<file path="config.mk">
export PLATFORM = sky130hd
export DESIGN_NAME = pixel_format_to_argb8888
export DESIGN_NICKNAME = d
export VERILOG_FILES = /design/src/design/pftoa_pkg.sv /design/src/design/pixel_format_to_argb8888.sv /design/src/design/pftoa_front.sv /design/src/design/pftoa_queue.sv /design/src/design/pftoa_back.sv
export SDC_FILE = /design/constraint.sdc
export NUM_CORES = 1
export LEC_CHECK = 0
export BUFFER_PORTS_ARGS = -buffer_cell sky130_fd_sc_hd__clkbuf_2
export CORE_MARGIN = 10
export CORE_UTILIZATION = 45
export CTS_BUF_LIST = sky130_fd_sc_hd__clkbuf_8
export DETAILED_ROUTE_END_ITERATION = 8
export GPL_TIMING_DRIVEN = 0
export SLEW_MARGIN = 20
export SYNTH_ARGS = -nofsm -noshare
export SYNTH_HDL_FRONTEND = slang
export SYNTH_SLANG_ARGS = --single-unit
</file>
<file path="constraint.sdc">
create_clock -name clk -period 7.1 [get_ports clk]
set_input_delay 2.13 -clock clk [delete_from_list [all_inputs] [get_ports clk]]
set_output_delay 2.13 -clock clk [all_outputs]
set_load 0.02 [all_outputs]
</file>
<file path="src/design/pftoa_pkg.sv">
// Shared types and constants for the pixel format to ARGB8888 converter.
// Used by the front, queue, back and top-level modules; no dependencies.
`timescale 1ns / 1ps

package pftoa_pkg;

	// pixel_format codes
	localparam logic [2:0] FMT_RGB555   = 3'd0;
	localparam logic [2:0] FMT_RGB565   = 3'd1;
	localparam logic [2:0] FMT_ARGB4444 = 3'd2;
	localparam logic [2:0] FMT_BGR888   = 3'd3;
	localparam logic [2:0] FMT_BGRX888  = 3'd4;
	localparam logic [2:0] FMT_BGRA8888 = 3'd5;

	// configuration register indexes
	localparam logic [1:0] REG_PIXEL_FORMAT = 2'd0;
	localparam logic [1:0] REG_IMAGE_WIDTH  = 2'd1;
	localparam logic [1:0] REG_IMAGE_HEIGHT = 2'd2;
	localparam logic [1:0] REG_ROW_STRIDE   = 2'd3;

	localparam int CFG_INDEX_W = 2;
	localparam int CFG_DATA_W  = 15;
	localparam int FMT_W       = 3;
	localparam int DIM_W       = 13;
	localparam int STRIDE_W    = 15;

	// reset values of the registers
	localparam logic [FMT_W-1:0]    RST_PIXEL_FORMAT = FMT_BGRA8888;
	localparam logic [DIM_W-1:0]    RST_IMAGE_WIDTH  = 13'd1;
	localparam logic [DIM_W-1:0]    RST_IMAGE_HEIGHT = 13'd1;
	localparam logic [STRIDE_W-1:0] RST_ROW_STRIDE   = 15'd4;

	// floor(v*255/31) = (v*EXP5_MUL) >> EXP_SHIFT for v in 0..31, likewise /63
	localparam logic [25:0] EXP5_MUL  = 26'd34501755;
	localparam logic [24:0] EXP6_MUL  = 25'd16977135;
	localparam int          EXP_SHIFT = 22;

	localparam int QUEUE_DEPTH = 2;

	// one classified transaction handed from the front to the back
	typedef struct packed {
		logic [31:0]      raw;
		logic [FMT_W-1:0] fmt;
		logic             last;
		logic             err;
	} pftoa_item_t;

endpackage

</file>
<file path="src/design/pixel_format_to_argb8888.sv">
// Converts a raw byte stream of RGB555/RGB565/ARGB4444/BGR888/BGRX888/BGRA8888 pixels into
// one ARGB8888 word per pixel, skipping row padding and marking the final pixel with tlast;
// a bad configuration returns a zero word with tuser set for every byte. One byte is taken
// per clock on s_axis while the two-entry queue between the counting front end and the
// converting back end has room; a full queue, caused only by m_axis_tready held low, stalls
// s_axis. A pixel is queued at the edge that accepts its last byte and moves into the output
// register when the back end pops it, which needs an empty output register or m_axis_tready high.
// Register writes restart the stream and must only be issued while the block is idle.
`timescale 1ns / 1ps

module pixel_format_to_argb8888 #(
	parameter int MAX_DIMENSION = 4096
) (
	input  logic                              clk,
	input  logic                              arst_n,
	input  logic                              cfg_we,
	input  logic [pftoa_pkg::CFG_INDEX_W-1:0] cfg_index,
	input  logic [pftoa_pkg::CFG_DATA_W-1:0]  cfg_data,
	input  logic                              s_axis_tvalid,
	output logic                              s_axis_tready,
	input  logic [7:0]                        s_axis_tdata,  // [7:0] in_byte
	output logic                              m_axis_tvalid,
	input  logic                              m_axis_tready,
	output logic [31:0]                       m_axis_tdata,  // [31:0] pixel_argb
	output logic                              m_axis_tlast,  // end_of_image
	output logic [0:0]                        m_axis_tuser   // [0] config_error
);

	logic                   push;
	pftoa_pkg::pftoa_item_t push_item;
	logic                   queue_full;
	logic                   pop;
	logic                   queue_not_empty;
	pftoa_pkg::pftoa_item_t pop_item;
	logic                   out_err;

	pftoa_front #(
		.MAX_DIMENSION(MAX_DIMENSION)
	) u_front (
		.clk        (clk),
		.arst_n     (arst_n),
		.cfg_we     (cfg_we),
		.cfg_index  (cfg_index),
		.cfg_data   (cfg_data),
		.in_valid   (s_axis_tvalid),
		.in_ready   (s_axis_tready),
		.in_byte    (s_axis_tdata),
		.push       (push),
		.push_item  (push_item),
		.queue_full (queue_full)
	);

	pftoa_queue u_queue (
		.clk       (clk),
		.arst_n    (arst_n),
		.push      (push),
		.push_item (push_item),
		.full      (queue_full),
		.pop       (pop),
		.not_empty (queue_not_empty),
		.pop_item  (pop_item)
	);

	pftoa_back u_back (
		.clk        (clk),
		.arst_n     (arst_n),
		.item_valid (queue_not_empty),
		.item       (pop_item),
		.pop        (pop),
		.out_valid  (m_axis_tvalid),
		.out_ready  (m_axis_tready),
		.out_pixel  (m_axis_tdata),
		.out_last   (m_axis_tlast),
		.out_err    (out_err)
	);

	assign m_axis_tuser = out_err;

endmodule

</file>
<file path="src/design/pftoa_front.sv">
// Front end: configuration registers, byte/row/image counters and pixel assembly.
// Emits one pftoa_pkg::pftoa_item_t per completed pixel or per byte under bad config.
`timescale 1ns / 1ps

module pftoa_front #(
	parameter int MAX_DIMENSION = 4096
) (
	input  logic                                clk,
	input  logic                                arst_n,
	input  logic                                cfg_we,
	input  logic [pftoa_pkg::CFG_INDEX_W-1:0]   cfg_index,
	input  logic [pftoa_pkg::CFG_DATA_W-1:0]    cfg_data,
	input  logic                                in_valid,
	output logic                                in_ready,
	input  logic [7:0]                          in_byte,
	output logic                                push,
	output pftoa_pkg::pftoa_item_t              push_item,
	input  logic                                queue_full
);

	localparam int RW = $clog2(MAX_DIMENSION);
	localparam int CW = ((RW > pftoa_pkg::DIM_W) ? RW : pftoa_pkg::DIM_W) + 1;

	logic [pftoa_pkg::FMT_W-1:0]    fmt_q;
	logic [pftoa_pkg::DIM_W-1:0]    width_q;
	logic [pftoa_pkg::DIM_W-1:0]    height_q;
	logic [pftoa_pkg::STRIDE_W-1:0] stride_q;

	logic [1:0]    byte_in_pixel_q;
	logic [23:0]   partial_q;
	logic [14:0]   byte_in_row_q;
	logic [RW-1:0] row_index_q;

	logic [2:0]  bpp;
	logic [15:0] row_data;
	logic        cfg_bad;
	logic        accept;
	logic        in_data;
	logic        pixel_done;
	logic [15:0] row_next;
	logic        row_end;
	logic        last_row;
	logic [4:0]  final_shift;
	logic [4:0]  part_shift;
	logic [31:0] raw;
	logic [31:0] part_new;

	always_comb begin
		case (fmt_q)
			pftoa_pkg::FMT_RGB555,
			pftoa_pkg::FMT_RGB565,
			pftoa_pkg::FMT_ARGB4444: bpp = 3'd2;
			pftoa_pkg::FMT_BGR888:   bpp = 3'd3;
			pftoa_pkg::FMT_BGRX888,
			pftoa_pkg::FMT_BGRA8888: bpp = 3'd4;
			default:                 bpp = 3'd0;
		endcase
	end

	always_comb begin
		case (bpp)
			3'd2:    row_data = {2'b00, width_q, 1'b0};
			3'd3:    row_data = {2'b00, width_q, 1'b0} + {3'b000, width_q};
			3'd4:    row_data = {1'b0, width_q, 2'b00};
			default: row_data = '0;
		endcase
	end

	assign cfg_bad = (bpp == 3'd0) || (width_q == '0) || (height_q == '0) ||
		(32'(width_q) > 32'(MAX_DIMENSION)) || (32'(height_q) > 32'(MAX_DIMENSION)) ||
		({1'b0, stride_q} < row_data);

	assign in_ready = !queue_full;
	assign accept   = in_valid && in_ready;

	assign in_data    = {1'b0, byte_in_row_q} < row_data;
	assign pixel_done = in_data && (({1'b0, byte_in_pixel_q} + 3'd1) >= bpp);
	assign row_next   = {1'b0, byte_in_row_q} + 16'd1;
	assign row_end    = row_next >= {1'b0, stride_q};
	assign last_row   = (CW'(row_index_q) + CW'(1)) >= CW'(height_q);

	assign final_shift = {bpp[1:0] - 2'd1, 3'b000};
	assign part_shift  = {byte_in_pixel_q, 3'b000};
	assign raw         = {8'h00, partial_q} | ({24'h000000, in_byte} << final_shift);
	assign part_new    = {8'h00, partial_q} | ({24'h000000, in_byte} << part_shift);

	assign push = accept && (cfg_bad || pixel_done);

	always_comb begin
		push_item.fmt  = fmt_q;
		push_item.err  = cfg_bad;
		push_item.raw  = raw;
		push_item.last = (row_next >= row_data) && last_row;
	end

	always_ff @(posedge clk or negedge arst_n) begin
		if (!arst_n) begin
			fmt_q    <= pftoa_pkg::RST_PIXEL_FORMAT;
			width_q  <= pftoa_pkg::RST_IMAGE_WIDTH;
			height_q <= pftoa_pkg::RST_IMAGE_HEIGHT;
			stride_q <= pftoa_pkg::RST_ROW_STRIDE;
		end else if (cfg_we) begin
			case (cfg_index)
				pftoa_pkg::REG_PIXEL_FORMAT: fmt_q    <= cfg_data[pftoa_pkg::FMT_W-1:0];
				pftoa_pkg::REG_IMAGE_WIDTH:  width_q  <= cfg_data[pftoa_pkg::DIM_W-1:0];
				pftoa_pkg::REG_IMAGE_HEIGHT: height_q <= cfg_data[pftoa_pkg::DIM_W-1:0];
				pftoa_pkg::REG_ROW_STRIDE:   stride_q <= cfg_data;
				default: ;
			endcase
		end
	end

	always_ff @(posedge clk or negedge arst_n) begin
		if (!arst_n) begin
			byte_in_pixel_q <= '0;
			partial_q       <= '0;
			byte_in_row_q   <= '0;
			row_index_q     <= '0;
		end else if (cfg_we) begin
			// any register write restarts the stream
			byte_in_pixel_q <= '0;
			partial_q       <= '0;
			byte_in_row_q   <= '0;
			row_index_q     <= '0;
		end else if (accept && !cfg_bad) begin
			if (row_end) begin
				byte_in_pixel_q <= '0;
				partial_q       <= '0;
				byte_in_row_q   <= '0;
				row_index_q     <= last_row ? '0 : row_index_q + RW'(1);
			end else begin
				byte_in_row_q <= row_next[14:0];
				if (pixel_done) begin
					byte_in_pixel_q <= '0;
					partial_q       <= '0;
				end else if (in_data) begin
					byte_in_pixel_q <= byte_in_pixel_q + 2'd1;
					partial_q       <= part_new[23:0];
				end
			end
		end
	end

endmodule

</file>
<file path="src/design/pftoa_queue.sv">
// Short queue between the front and back ends of the converter.
// Holds pftoa_pkg::pftoa_item_t entries; depth from pftoa_pkg::QUEUE_DEPTH.
`timescale 1ns / 1ps

module pftoa_queue (
	input  logic                   clk,
	input  logic                   arst_n,
	input  logic                   push,
	input  pftoa_pkg::pftoa_item_t push_item,
	output logic                   full,
	input  logic                   pop,
	output logic                   not_empty,
	output pftoa_pkg::pftoa_item_t pop_item
);

	localparam int AW = $clog2(pftoa_pkg::QUEUE_DEPTH);

	pftoa_pkg::pftoa_item_t mem_q [pftoa_pkg::QUEUE_DEPTH];
	logic [AW-1:0] wr_ptr_q;
	logic [AW-1:0] rd_ptr_q;
	logic [AW:0]   count_q;

	assign full      = count_q == (AW+1)'(pftoa_pkg::QUEUE_DEPTH);
	assign not_empty = count_q != '0;
	assign pop_item  = mem_q[rd_ptr_q];

	always_ff @(posedge clk) begin
		if (push) begin
			mem_q[wr_ptr_q] <= push_item;
		end
	end

	always_ff @(posedge clk or negedge arst_n) begin
		if (!arst_n) begin
			wr_ptr_q <= '0;
			rd_ptr_q <= '0;
			count_q  <= '0;
		end else begin
			if (push) begin
				wr_ptr_q <= (32'(wr_ptr_q) == pftoa_pkg::QUEUE_DEPTH - 1) ? '0 : wr_ptr_q + AW'(1);
			end
			if (pop) begin
				rd_ptr_q <= (32'(rd_ptr_q) == pftoa_pkg::QUEUE_DEPTH - 1) ? '0 : rd_ptr_q + AW'(1);
			end
			case ({push, pop})
				2'b10:   count_q <= count_q + (AW+1)'(1);
				2'b01:   count_q <= count_q - (AW+1)'(1);
				default: count_q <= count_q;
			endcase
		end
	end

endmodule

</file>
<file path="src/design/pftoa_back.sv">
// Back end: channel expansion of a queued pixel into ARGB8888 and the output register.
// Depends on pftoa_pkg for the item type, format codes and expansion constants.
`timescale 1ns / 1ps

module pftoa_back (
	input  logic                   clk,
	input  logic                   arst_n,
	input  logic                   item_valid,
	input  pftoa_pkg::pftoa_item_t item,
	output logic                   pop,
	output logic                   out_valid,
	input  logic                   out_ready,
	output logic [31:0]            out_pixel,
	output logic                   out_last,
	output logic                   out_err
);

	function automatic logic [7:0] expand5(input logic [4:0] v);
		logic [30:0] p;
		p = 31'(v) * 31'(pftoa_pkg::EXP5_MUL);
		return p[pftoa_pkg::EXP_SHIFT+7:pftoa_pkg::EXP_SHIFT];
	endfunction

	function automatic logic [7:0] expand6(input logic [5:0] v);
		logic [30:0] p;
		p = 31'(v) * 31'(pftoa_pkg::EXP6_MUL);
		return p[pftoa_pkg::EXP_SHIFT+7:pftoa_pkg::EXP_SHIFT];
	endfunction

	logic        valid_q;
	logic [31:0] pixel_q;
	logic        last_q;
	logic        err_q;
	logic [15:0] w;
	logic [7:0]  a, r, g, b;

	assign w = item.raw[15:0];

	always_comb begin
		a = 8'hFF;
		r = item.raw[23:16];
		g = item.raw[15:8];
		b = item.raw[7:0];
		case (item.fmt)
			pftoa_pkg::FMT_RGB555: begin
				r = expand5(w[14:10]);
				g = expand5(w[9:5]);
				b = expand5(w[4:0]);
			end
			pftoa_pkg::FMT_RGB565: begin
				r = expand5(w[15:11]);
				g = expand6(w[10:5]);
				b = expand5(w[4:0]);
			end
			pftoa_pkg::FMT_ARGB4444: begin
				// times 17 is nibble replication
				a = {w[15:12], w[15:12]};
				r = {w[11:8], w[11:8]};
				g = {w[7:4], w[7:4]};
				b = {w[3:0], w[3:0]};
			end
			pftoa_pkg::FMT_BGR888,
			pftoa_pkg::FMT_BGRX888: ;
			default: a = item.raw[31:24];
		endcase
	end

	assign pop       = item_valid && (!valid_q || out_ready);
	assign out_valid = valid_q;
	assign out_pixel = pixel_q;
	assign out_last  = last_q;
	assign out_err   = err_q;

	always_ff @(posedge clk or negedge arst_n) begin
		if (!arst_n) begin
			valid_q <= 1'b0;
		end else if (pop) begin
			valid_q <= 1'b1;
		end else if (out_ready) begin
			valid_q <= 1'b0;
		end
	end

	always_ff @(posedge clk) begin
		if (pop) begin
			pixel_q <= item.err ? 32'h0 : {a, r, g, b};
			last_q  <= item.err ? 1'b0 : item.last;
			err_q   <= item.err;
		end
	end

endmodule
</file>
==> summary.txt, run 1 <==
Status
  – Status: complete, no violations

Place
  – Post-DP Area: 19820 µm²
  – Cell count after placement: 2467
  – Placement Setup Slack: 0.1239 ns
  – Final HPWL DP: 37480 µm
  – Port Buf Inserts: 65
  – Final Wtd Congestion: 0.8767

Worst setup path
  – Worst stage delay on the critical path: 0.62 ns
  – Setup crit start kind: flip-flop
  – Critical path fanouts, max: 12
  – R2r setup slk: 0.44 ns
  – Reg-to-Reg Start: u_queue.rd_ptr_q
  – Critical Path RT: 7.50 ns
  – CP delay by family, top: adder cells
  – Worst path slowest cell: mux2i_2
  – WS Path Type: reg2reg
  – R2R depth: 18
  – Worst path most repeated cell: inv_1
  – Worst-path cell chain: buf_2 -> buf_2 -> mux2i_2 -> inv_1 -> ha_1 -> inv_1 -> fa_1 -> inv_1 -> fa_1 -> ha_1 -> nand4b_1 -> a211oi_1 -> o2111ai_1 -> a21boi_1 -> o311ai_1 -> and2_0 -> or4_1 -> a31oi_1
  – Worst reg2reg endpoint: u_back.out_pixel[21]
  – Crit path buf inv count: 5
  – WP data arrival: 7.06 ns
  – Crit. End Element: flip-flop

Timing
  – RSZ-0062 raised after global routing: no
  – Final WS setup: 0.4375 ns
  – Min Tclk post-route: 6.663 ns
  – Final period util: 93.84%
  – Max_slew headroom: 45.81%
  – Final slew viol count: 0
  – Final hold vios: 0
  – Worst-Margin Slew: 0.8023 ns
  – Fmax: 150.1 MHz
  – Clock skew: 0.02213 ns
  – Final setup violation count: 0

Global routing
  – Gr busiest metal: met2
  – Vias in the first global route: 14540
  – Largest net degree at the start of global routing: 60
  – Initial antenna violation count: 0
  – GRT Resource Usage Total: 19.06%
  – GR Util met1: 24.24%
  – Remaining global-route overflow: 0
  – First-pass GRT wire length: 77720 µm
  – Met3 Usage GRT: 2.929%
  – Met2 usage: 32.59%

Logic synthesis
  – Primary FF master, synth: edfxtp_1
  – Post-Syn Nets: 2275
  – Number of synthesized flops with an enable pin: 108
  – Sequential element share of the synthesized area: 31.21%
  – Seq cells post-synth: 210
  – Area fraction of the dominant cell type after synthesis: 20.93%
  – Most frequent cells after synthesis: ha_1 (311), inv_1 (231), a21oi_1 (117), edfxtp_1 (108), nand2_1 (107)
  – Mapped Cells: 1861
  – Mean area per synthesized cell: 9.989 µm²
  – Synth area leaders: ha_1 (21%), edfxtp_1 (17%), dfrtp_1 (13%), fa_1 (7.9%), inv_1 (4.7%)
  – Post-Syn Area: 18590 µm²
  – Ys Warns: 0
  – Most frequent cell after synthesis: ha_1
  – Yosys cell types: 90
  – Async SR Flop Fraction: 48.57%
  – Post-synth top area cell: ha_1

Layout
  – Fill cells: 3763
  – Ant diodes: 0
  – Layout cell share with drive strength beyond 1: 12.61%
  – Cell Count, Final, Fillers Out: 2539
  – Syn-to-layout area delta: 11.02%
  – Area taken by flip-flops and latches: 5802 µm²
  – Nets: 2390
  – Util after Layout: 50.54%
  – Area occupied by multi-input gates: 11850 µm²
  – Fin area: 20640 µm²

Worst hold path
  – Worst Hold Path EP: u_front.partial_q[3]
  – Hold depth: 2
  – Type of the worst min-delay path: reg2reg
  – Hold_sp: u_front.partial_q[3]

CTS
  – Clock Latency Late Sink: 0.61 ns
  – Clock sink count: 210
  – TritonCTS clock tree: yes
  – Clock-pin slew on the worst setup and hold paths: 0.06 ns
  – # H-tree levels: 2
  – CTS buffer count: 39
  – CTS Buffer Depth: 3
  – Clock Tree Root: clkbuf_8
  – Hold Buf Count CTS: 0

Floorplanning
  – # IOs: 66
  – Die width: 223.2 µm
  – Initial Utilization: 45.53%
  – Core Region: 40830 µm²
  – Std cell rows: 74
  – Die Height: 223.2 µm
  – Full die area: 49840 µm²

Detailed routing
  – Via count: 14250
  – DR iter-0 viols: 880
  – Antenna-violating nets left: 0
  – Via/cell ratio: 5.611
  – DRT Wirelength: 47640 µm
  – Drt pass-1 iters: 6
  – Wirelength per Cell: 18.76 µm
  – Drt drc: 0

Run
  – Max_cap viols: 0
-- cell families (layout without fill, tap and decap cells) --
| family | after synthesis | count (layout) | synth area share (%) |
|---|---|---|---|
| muxes | 97 | 97 | 5.627 |
| AOI/OAI and AO/OA | 433 | 433 | 15.25 |
| and+or+nand+nor | 416 | 416 | 11.19 |
| xor gates and xnor gates | 50 | 50 | 2.356 |
| buffers and inverters | 271 | 417 | 5.580 |
| DFF | 210 | 210 | 31.21 |
| adders and majority gates | 384 | 384 | 28.79 |
-- layout make-up --
cell class / count / area share (%)
clock inverter: 28 / 0.8791
sequential: 210 / 28.11
clock buffer: 44 / 2.934
tap: 532 / 3.225
multi-input combinational: 1380 / 57.40
inverter: 232 / 4.220
buffer: 39 / 0.8064
timing repair buffer: 74 / 2.425
-- worst min-delay path: cells and delay by family (launching register included) --
kind | cells | cell delay, ns
compound gates | 1 | 0.04
flops | 1 | 0.34
simple gates | 1 | 0.07
-- metrics by stage --
| step | hold WS, ns | setup TNS (ns) |
|---|---|---|
| 2_1_floorplan | 0.4402 | 0 |
| 3_3_place_gp | 0.4724 | -49.45 |
| 3_5_place_dp | 0.4860 | 0 |
| 4_1_cts | 0.5004 | 0 |
| 5_1_grt | 0.5152 | 0 |
| 6_report | 0.4971 | 0 |
-- cell usage in the layout (no fill, tap or decap), types with 15 or more instances in the layout --
cell type  synthesis  final
o21ai_0          101    101
nand4_1           18     18
mux2i_1           37     28
edfxtp_1         108    108
o21a_1            15     15
fa_1              73     73
a31oi_1           20     20
clkbuf_2           0     64
nor2_1            99     97
clkbuf_1          26     26
a21oi_1          117    115
and3_1            28     28
xnor2_1           27     27
nor3_1            31     31
nand3_1           42     42
clkbuf_8           0     45
nand2b_1          15     15
xor2_1            23     23
nand2_1          107    107
inv_1            231    239
dfrtp_1           97     97
a21o_1            52     52
a211oi_1          16     16
mux2_2            60     60
ha_1             311    311
-- worst max-delay path by stage --
stage	startpoint	endpoint	slack, ns	depth (start not counted)
2_1_floorplan	u_queue.rd_ptr_q	u_back.out_pixel[14]	1.07	18
3_3_place_gp	u_queue.rd_ptr_q	u_back.out_pixel[14]	-0.93	17
3_5_place_dp	u_queue.rd_ptr_q	u_back.out_pixel[21]	0.12	18
4_1_cts	u_queue.rd_ptr_q	u_back.out_pixel[21]	0.09	18
5_1_grt	u_queue.rd_ptr_q	u_back.out_pixel[7]	0.006	17
6_report	u_queue.rd_ptr_q	u_back.out_pixel[21]	0.44	18
-- routing by layer --
metal / vias to the layer above / share of wire, %
li1: 6964 / -
met1: 6902 / 44
met2: 313 / 49
met3: 68 / 4.5
met4: 0 / 2.4
met5: - / 0
-- repair_timing --
action,CTS,global route
hold endpoints to repair,0,0
setup buffers,0,0
endpoints found under the setup margin,0,6
resized for setup,0,4
-- flip-flops by register name, summed over array words and instances, names as in the netlist, 3 cells and up --
signal                 cells
u_front.height_q          13
u_front.partial_q         24
u_front.row_index_q       12
u_front.byte_in_row_q     15
u_front.fmt_q              3
u_back.out_pixel          32
u_front.width_q           13
u_front.stride_q          15
u_queue.mem_q             74
Power of run 1 is not shown: default switching activity piles up to over one toggle a cycle in this logic, so the estimate is an artifact.
==> inputs of run 2 (changes only) <==
--- a/config.mk
+++ b/config.mk
@@ -11,6 +11,7 @@
 export CTS_BUF_LIST = sky130_fd_sc_hd__clkbuf_8
 export DETAILED_ROUTE_END_ITERATION = 8
 export GPL_TIMING_DRIVEN = 0
+export PLACE_DENSITY = 0.64
 export SLEW_MARGIN = 20
 export SYNTH_ARGS = -nofsm -noshare
 export SYNTH_HDL_FRONTEND = slang
==> summary.txt, run 2 (same netlist as run 1, synthesis figures left out) <==
CTS
  – CTS Buffer Depth: 3
  – Hold Buf Count CTS: 0
  – Clock sink count: 210
  – Clock Latency Late Sink: 0.58 ns
  – Clock Tree Root: clkbuf_8
  – TritonCTS clock tree: yes
  – Clock-pin slew on the worst setup and hold paths: 0.06 ns
  – CTS buffer count: 37
  – # H-tree levels: 2

Timing
  – Worst-Margin Slew: 0.8802 ns
  – Max_slew headroom: 40.54%
  – Min Tclk post-route: 6.711 ns
  – Final hold vios: 0
  – RSZ-0062 raised after global routing: no
  – Final setup violation count: 0
  – Final WS setup: 0.3886 ns
  – Final period util: 94.53%
  – Fin Setup TNS: 0 ns
  – Final slew viol count: 0
  – Fmax: 149.0 MHz
  – Clock skew: 0.03081 ns

Global routing
  – First-pass GRT wire length: 76970 µm
  – Initial antenna violation count: 4
  – GRT Resource Usage Total: 18.72%
  – Largest net degree at the start of global routing: 72
  – Remaining global-route overflow: 0
  – Vias in the first global route: 14720

Place
  – Placement Setup Slack: -0.2445 ns
  – Final Wtd Congestion: 0.8904
  – Final HPWL DP: 37920 µm
  – Port Buf Inserts: 65
  – Cell count after placement: 2464

Floorplanning
  – Die Height: 223.2 µm
  – # IOs: 66
  – Die width: 223.2 µm
  – Initial Utilization: 45.53%
  – Full die area: 49840 µm²
  – Std cell rows: 74
  – Core Region: 40830 µm²

Detailed routing
  – Antenna-violating nets left: 0
  – DRT Wirelength: 47270 µm
  – Drt pass-1 iters: 6
  – Wirelength per Cell: 18.63 µm
  – Via count: 14410
  – Via/cell ratio: 5.681
  – DR iter-0 viols: 1155
  – Drt drc: 0

Worst setup path
  – Critical path fanouts, max: 11
  – Critical Path RT: 7.38 ns
  – WP data arrival: 6.99 ns
  – Worst stage delay on the critical path: 0.60 ns
  – Crit. End Element: flip-flop
  – WS Path Type: reg2reg
  – Setup crit start kind: flip-flop
  – Worst-path cell chain: buf_2 -> buf_2 -> mux2i_4 -> inv_1 -> ha_1 -> inv_1 -> fa_1 -> fa_1 -> inv_1 -> ha_1 -> a21oi_1 -> nor2b_1 -> o41a_1 -> o2111a_1 -> nor2_2 -> mux2i_1 -> a21oi_1 -> or3_1
  – Worst path most repeated cell: inv_1
  – Worst path slowest cell: mux2i_4

Worst hold path
  – Type of the worst min-delay path: reg2reg

Layout
  – Nets: 2393
  – Syn-to-layout area delta: 10.94%
  – Max FFs per register: 74
  – Util after Layout: 50.51%
  – Cell Count, Final, Fillers Out: 2537
  – Top reg by flops: u_queue.mem_q
  – Most frequent cells in the layout: ha_1 (311), inv_1 (237), a21oi_1 (115)
  – Layout cell share with drive strength beyond 1: 12.72%
  – Fill cells: 3765
  – Most common cell after layout, fill and taps aside: ha_1

Run
  – Max_cap viols: 0

Status
  – Status: complete, no violations
-- run 2: per-layer routing --
layer	vias to the layer above	global-route usage [%]	part of all wire, %
met4	6	4.904	2.3
met3	87	3.190	5.4
met1	7007	23.54	44
li1	6966	-	-
met5	-	0	0.085
met2	347	32.46	49
-- run 2: layout make-up --
cell class / count / area [µm²] / share of cell area, %
buffer: 39 / 166.4 / 0.8069
tap: 532 / 665.6 / 3.228
inverter: 232 / 878.3 / 4.259
sequential: 210 / 5802 / 28.13
antenna: 1 / 2.502 / 0.01213
clock buffer: 40 / 550.5 / 2.670
timing repair buffer: 79 / 504.2 / 2.445
clock inverter: 24 / 191.4 / 0.9283
multi-input combinational: 1380 / 11860 / 57.52
-- run 2: what timing repair did --
item,CTS,global route
cloned,0,0
endpoints found under the setup margin,8,11
resized for setup,4,6
pin swaps,0,0
buffers inserted,0,8
-- run 2: per-stage QoR --
stage | instance area [µm²] | hold slack (ns)
after global routing | 20620 | 0.5143
after detailed placement | 19770 | 0.4853
after CTS | 20530 | 0.5006
after floorplan | 18590 | 0.4402
after global placement | 19580 | 0.4769
final | 20620 | 0.4945
-- run 2: worst max-delay path: cells and delay by family, from the launching register on --
family / cells / cell delay [ns]
AND/OR/NAND/NOR: 3 / 0.83
multiplexers: 2 / 0.84
adder cells (fa/ha/maj): 4 / 1.92
flip-flops: 1 / 0.56
buffers and inverters: 5 / 1.32
AO/OA/AOI/OAI: 4 / 0.90
-- run 2: worst paths after layout --
check | from | endpoint | slack (ns) | cells past startpoint
max in group asynchronous | arst_n | u_front.stride_q[2] | 4.97 | 2
worst min register to register | u_front.partial_q[2] | u_front.partial_q[2] | 0.49 | 2
min in group asynchronous | arst_n | u_front.byte_in_row_q[14] | 1.44 | 1
worst max-delay path | u_queue.rd_ptr_q | u_back.out_pixel[14] | 0.39 | 18
worst min-delay path | u_front.partial_q[2] | u_front.partial_q[2] | 0.49 | 2
worst max register to register | u_queue.rd_ptr_q | u_back.out_pixel[14] | 0.39 | 18
Power of run 2 is left out for the same reason.
==> inputs of run 3 (changes only) <==
--- a/config.mk
+++ b/config.mk
@@ -11,7 +11,7 @@
 export CTS_BUF_LIST = sky130_fd_sc_hd__clkbuf_8
 export DETAILED_ROUTE_END_ITERATION = 8
 export GPL_TIMING_DRIVEN = 0
-export PLACE_DENSITY = 0.64
+export PLACE_DENSITY = 0.66
 export SLEW_MARGIN = 20
 export SYNTH_ARGS = -nofsm -noshare
 export SYNTH_HDL_FRONTEND = slang
==> constraint.sdc (replaced) <==
create_clock -name clk -period 6.1 [get_ports clk]
set_input_delay 1.83 -clock clk [delete_from_list [all_inputs] [get_ports clk]]
set_output_delay 1.83 -clock clk [all_outputs]
set_load 0.02 [all_outputs]
==> summary.txt, run 3 (same netlist as run 1, synthesis figures left out) <==
Status
  – Status: complete, no violations

Timing
  – Final period util: 97.23%
  – Final setup violation count: 0
  – Fmax: 168.6 MHz
  – Min Tclk post-route: 5.931 ns
  – Max_slew headroom: 41.40%
  – Final slew viol count: 0
  – Clock skew: 0.03451 ns
  – Final hold vios: 0
  – RSZ-0062 raised after global routing: yes
  – Worst-Margin Slew: 0.8737 ns

Global routing
  – Initial antenna violation count: 1
  – Remaining global-route overflow: 0
  – Largest net degree at the start of global routing: 68
  – Vias in the first global route: 14910
  – GRT Resource Usage Total: 18.89%
  – First-pass GRT wire length: 77640 µm

CTS
  – # H-tree levels: 2
  – Hold Buf Count CTS: 0
  – Clock-pin slew on the worst setup and hold paths: 0.06 ns
  – CTS Buffer Depth: 3
  – CTS buffer count: 38
  – TritonCTS clock tree: yes
  – Clock Tree Root: clkbuf_8
  – Clock sink count: 210
  – Clock Latency Late Sink: 0.58 ns

Floorplanning
  – # IOs: 66
  – Std cell rows: 74
  – Initial Utilization: 45.53%
  – Die Height: 223.2 µm
  – Core Region: 40830 µm²
  – Full die area: 49840 µm²
  – Die width: 223.2 µm

Worst setup path
  – Worst stage delay on the critical path: 0.67 ns
  – Worst-path cell chain: clkbuf_4 -> buf_4 -> a21oi_4 -> buf_6 -> clkinvlp_4 -> fa_1 -> inv_1 -> fa_1 -> inv_1 -> fa_1 -> ha_1 -> o21ai_0 -> a21oi_1 -> o41a_1 -> o2111a_1 -> nor2_4 -> mux2i_1 -> a21oi_1 -> or3_1
  – WP data arrival: 6.22 ns
  – Critical path fanouts, max: 14
  – WS Path Type: reg2reg
  – Critical Path RT: 6.39 ns
  – CP delay by family, top: adder cells
  – Worst path most repeated cell: fa_1
  – Worst path slowest cell: fa_1
  – Setup crit start kind: flip-flop
  – Crit path buf inv count: 6
  – Crit. End Element: flip-flop

Layout
  – Top reg by flops: u_queue.mem_q
  – Ant diodes: 0
  – Nets: 2423
  – Layout cell share with drive strength beyond 1: 14.92%
  – Max FFs per register: 74
  – Most frequent cells in the layout: ha_1 (310), inv_1 (233), a21oi_1 (115)
  – Syn-to-layout area delta: 13.21%
  – Most common cell after layout, fill and taps aside: ha_1
  – Util after Layout: 51.54%

Detailed routing
  – Wirelength per Cell: 18.71 µm
  – Via count: 14580
  – Via/cell ratio: 5.676
  – DR iter-0 viols: 1300
  – Drt pass-1 iters: 6
  – DRT Wirelength: 48080 µm
  – Drt drc: 0
  – Antenna-violating nets left: 0

Worst hold path
  – Type of the worst min-delay path: reg2reg

Place
  – Final HPWL DP: 37610 µm
  – Final Wtd Congestion: 0.8975
  – Port Buf Inserts: 65

Run
  – Max_cap viols: 0
## run 3: cell types whose count changed in the layout (fill, tap and decap cells not counted), moves of 2 or more
cell        previous run  this run
buf_4                  9        41
clkinv_1               5         2
buf_2                  7         4
inv_6                  0         2
mux2i_1               29        25
clkinvlp_4             3         7
buf_16                 1         3
bufinv_16              2         4
mux2i_4                5         9
clkbuf_8              41        43
inv_1                237       233
## run 3: path summary, 6_finish.rpt
path	start	endpoint	slack, ns	cells after the start
min reg2reg	u_front.partial_q[15]	u_front.partial_q[15]	0.50	2
max reg2reg	u_queue.rd_ptr_q	u_back.out_pixel[14]	0.17	19
max	u_queue.rd_ptr_q	u_back.out_pixel[14]	0.17	19
min	u_front.partial_q[15]	u_front.partial_q[15]	0.50	2
min in group asynchronous	arst_n	u_back.out_valid	1.17	1
max in group asynchronous	arst_n	u_front.width_q[0]	4.26	2
## run 3: final cells by class
cell class | count | area, µm²
fill | 3668 | 19790
multi-input combinational | 1380 | 11940
sequential | 210 | 5803
inverter | 232 | 895.9
timing repair buffer | 108 | 745.7
tap | 532 | 665.6
clock buffer | 42 | 578.1
clock inverter | 26 | 237.7
buffer | 39 | 177.7
## run 3: per-layer routing
metal  vias to the layer above  wire (µm)  GRT usage [%]  share of wire, %
met1                      7020      20580          23.45                43
met2                       436      23620          32.99                49
met5                         -         13              0             0.027
met4                         2       1283          5.841               2.7
met3                       101       2580          2.863               5.4
li1                       7022          -              -                 -
## run 3: what timing repair did
action | 4_1_cts | 5_1_grt
gates resized for setup | 19 | 17
pin swaps | 0 | 0
endpoints found under the setup margin | 24 | 73
buffers inserted | 13 | 23
## run 3: tightest hold or removal path: stages, from the launching register on
cell,delay [ns]
dfrtp_1,0.34
a21oi_1,0.05
nor2_1,0.07
## run 3: through the flow
step / cells / hold WS, ns / setup WS (ns) / TNS [ns] / cell area (µm²)
floorplan: 1861 / 0.4402 / 0.06764 / 0 / 18590
global placement: 2458 / 0.4774 / -1.705 / -117.51 / 19580
detailed placement: 2465 / 0.4855 / -0.9119 / -15.22 / 19800
CTS: 2546 / 0.4993 / -0.1275 / -0.1275 / 20800
global route: 2569 / 0.5097 / -0.04496 / -0.04496 / 21050
finish: 2569 / 0.4955 / 0.1688 / 0 / 21050
Power of run 3 is left out for the same reason.
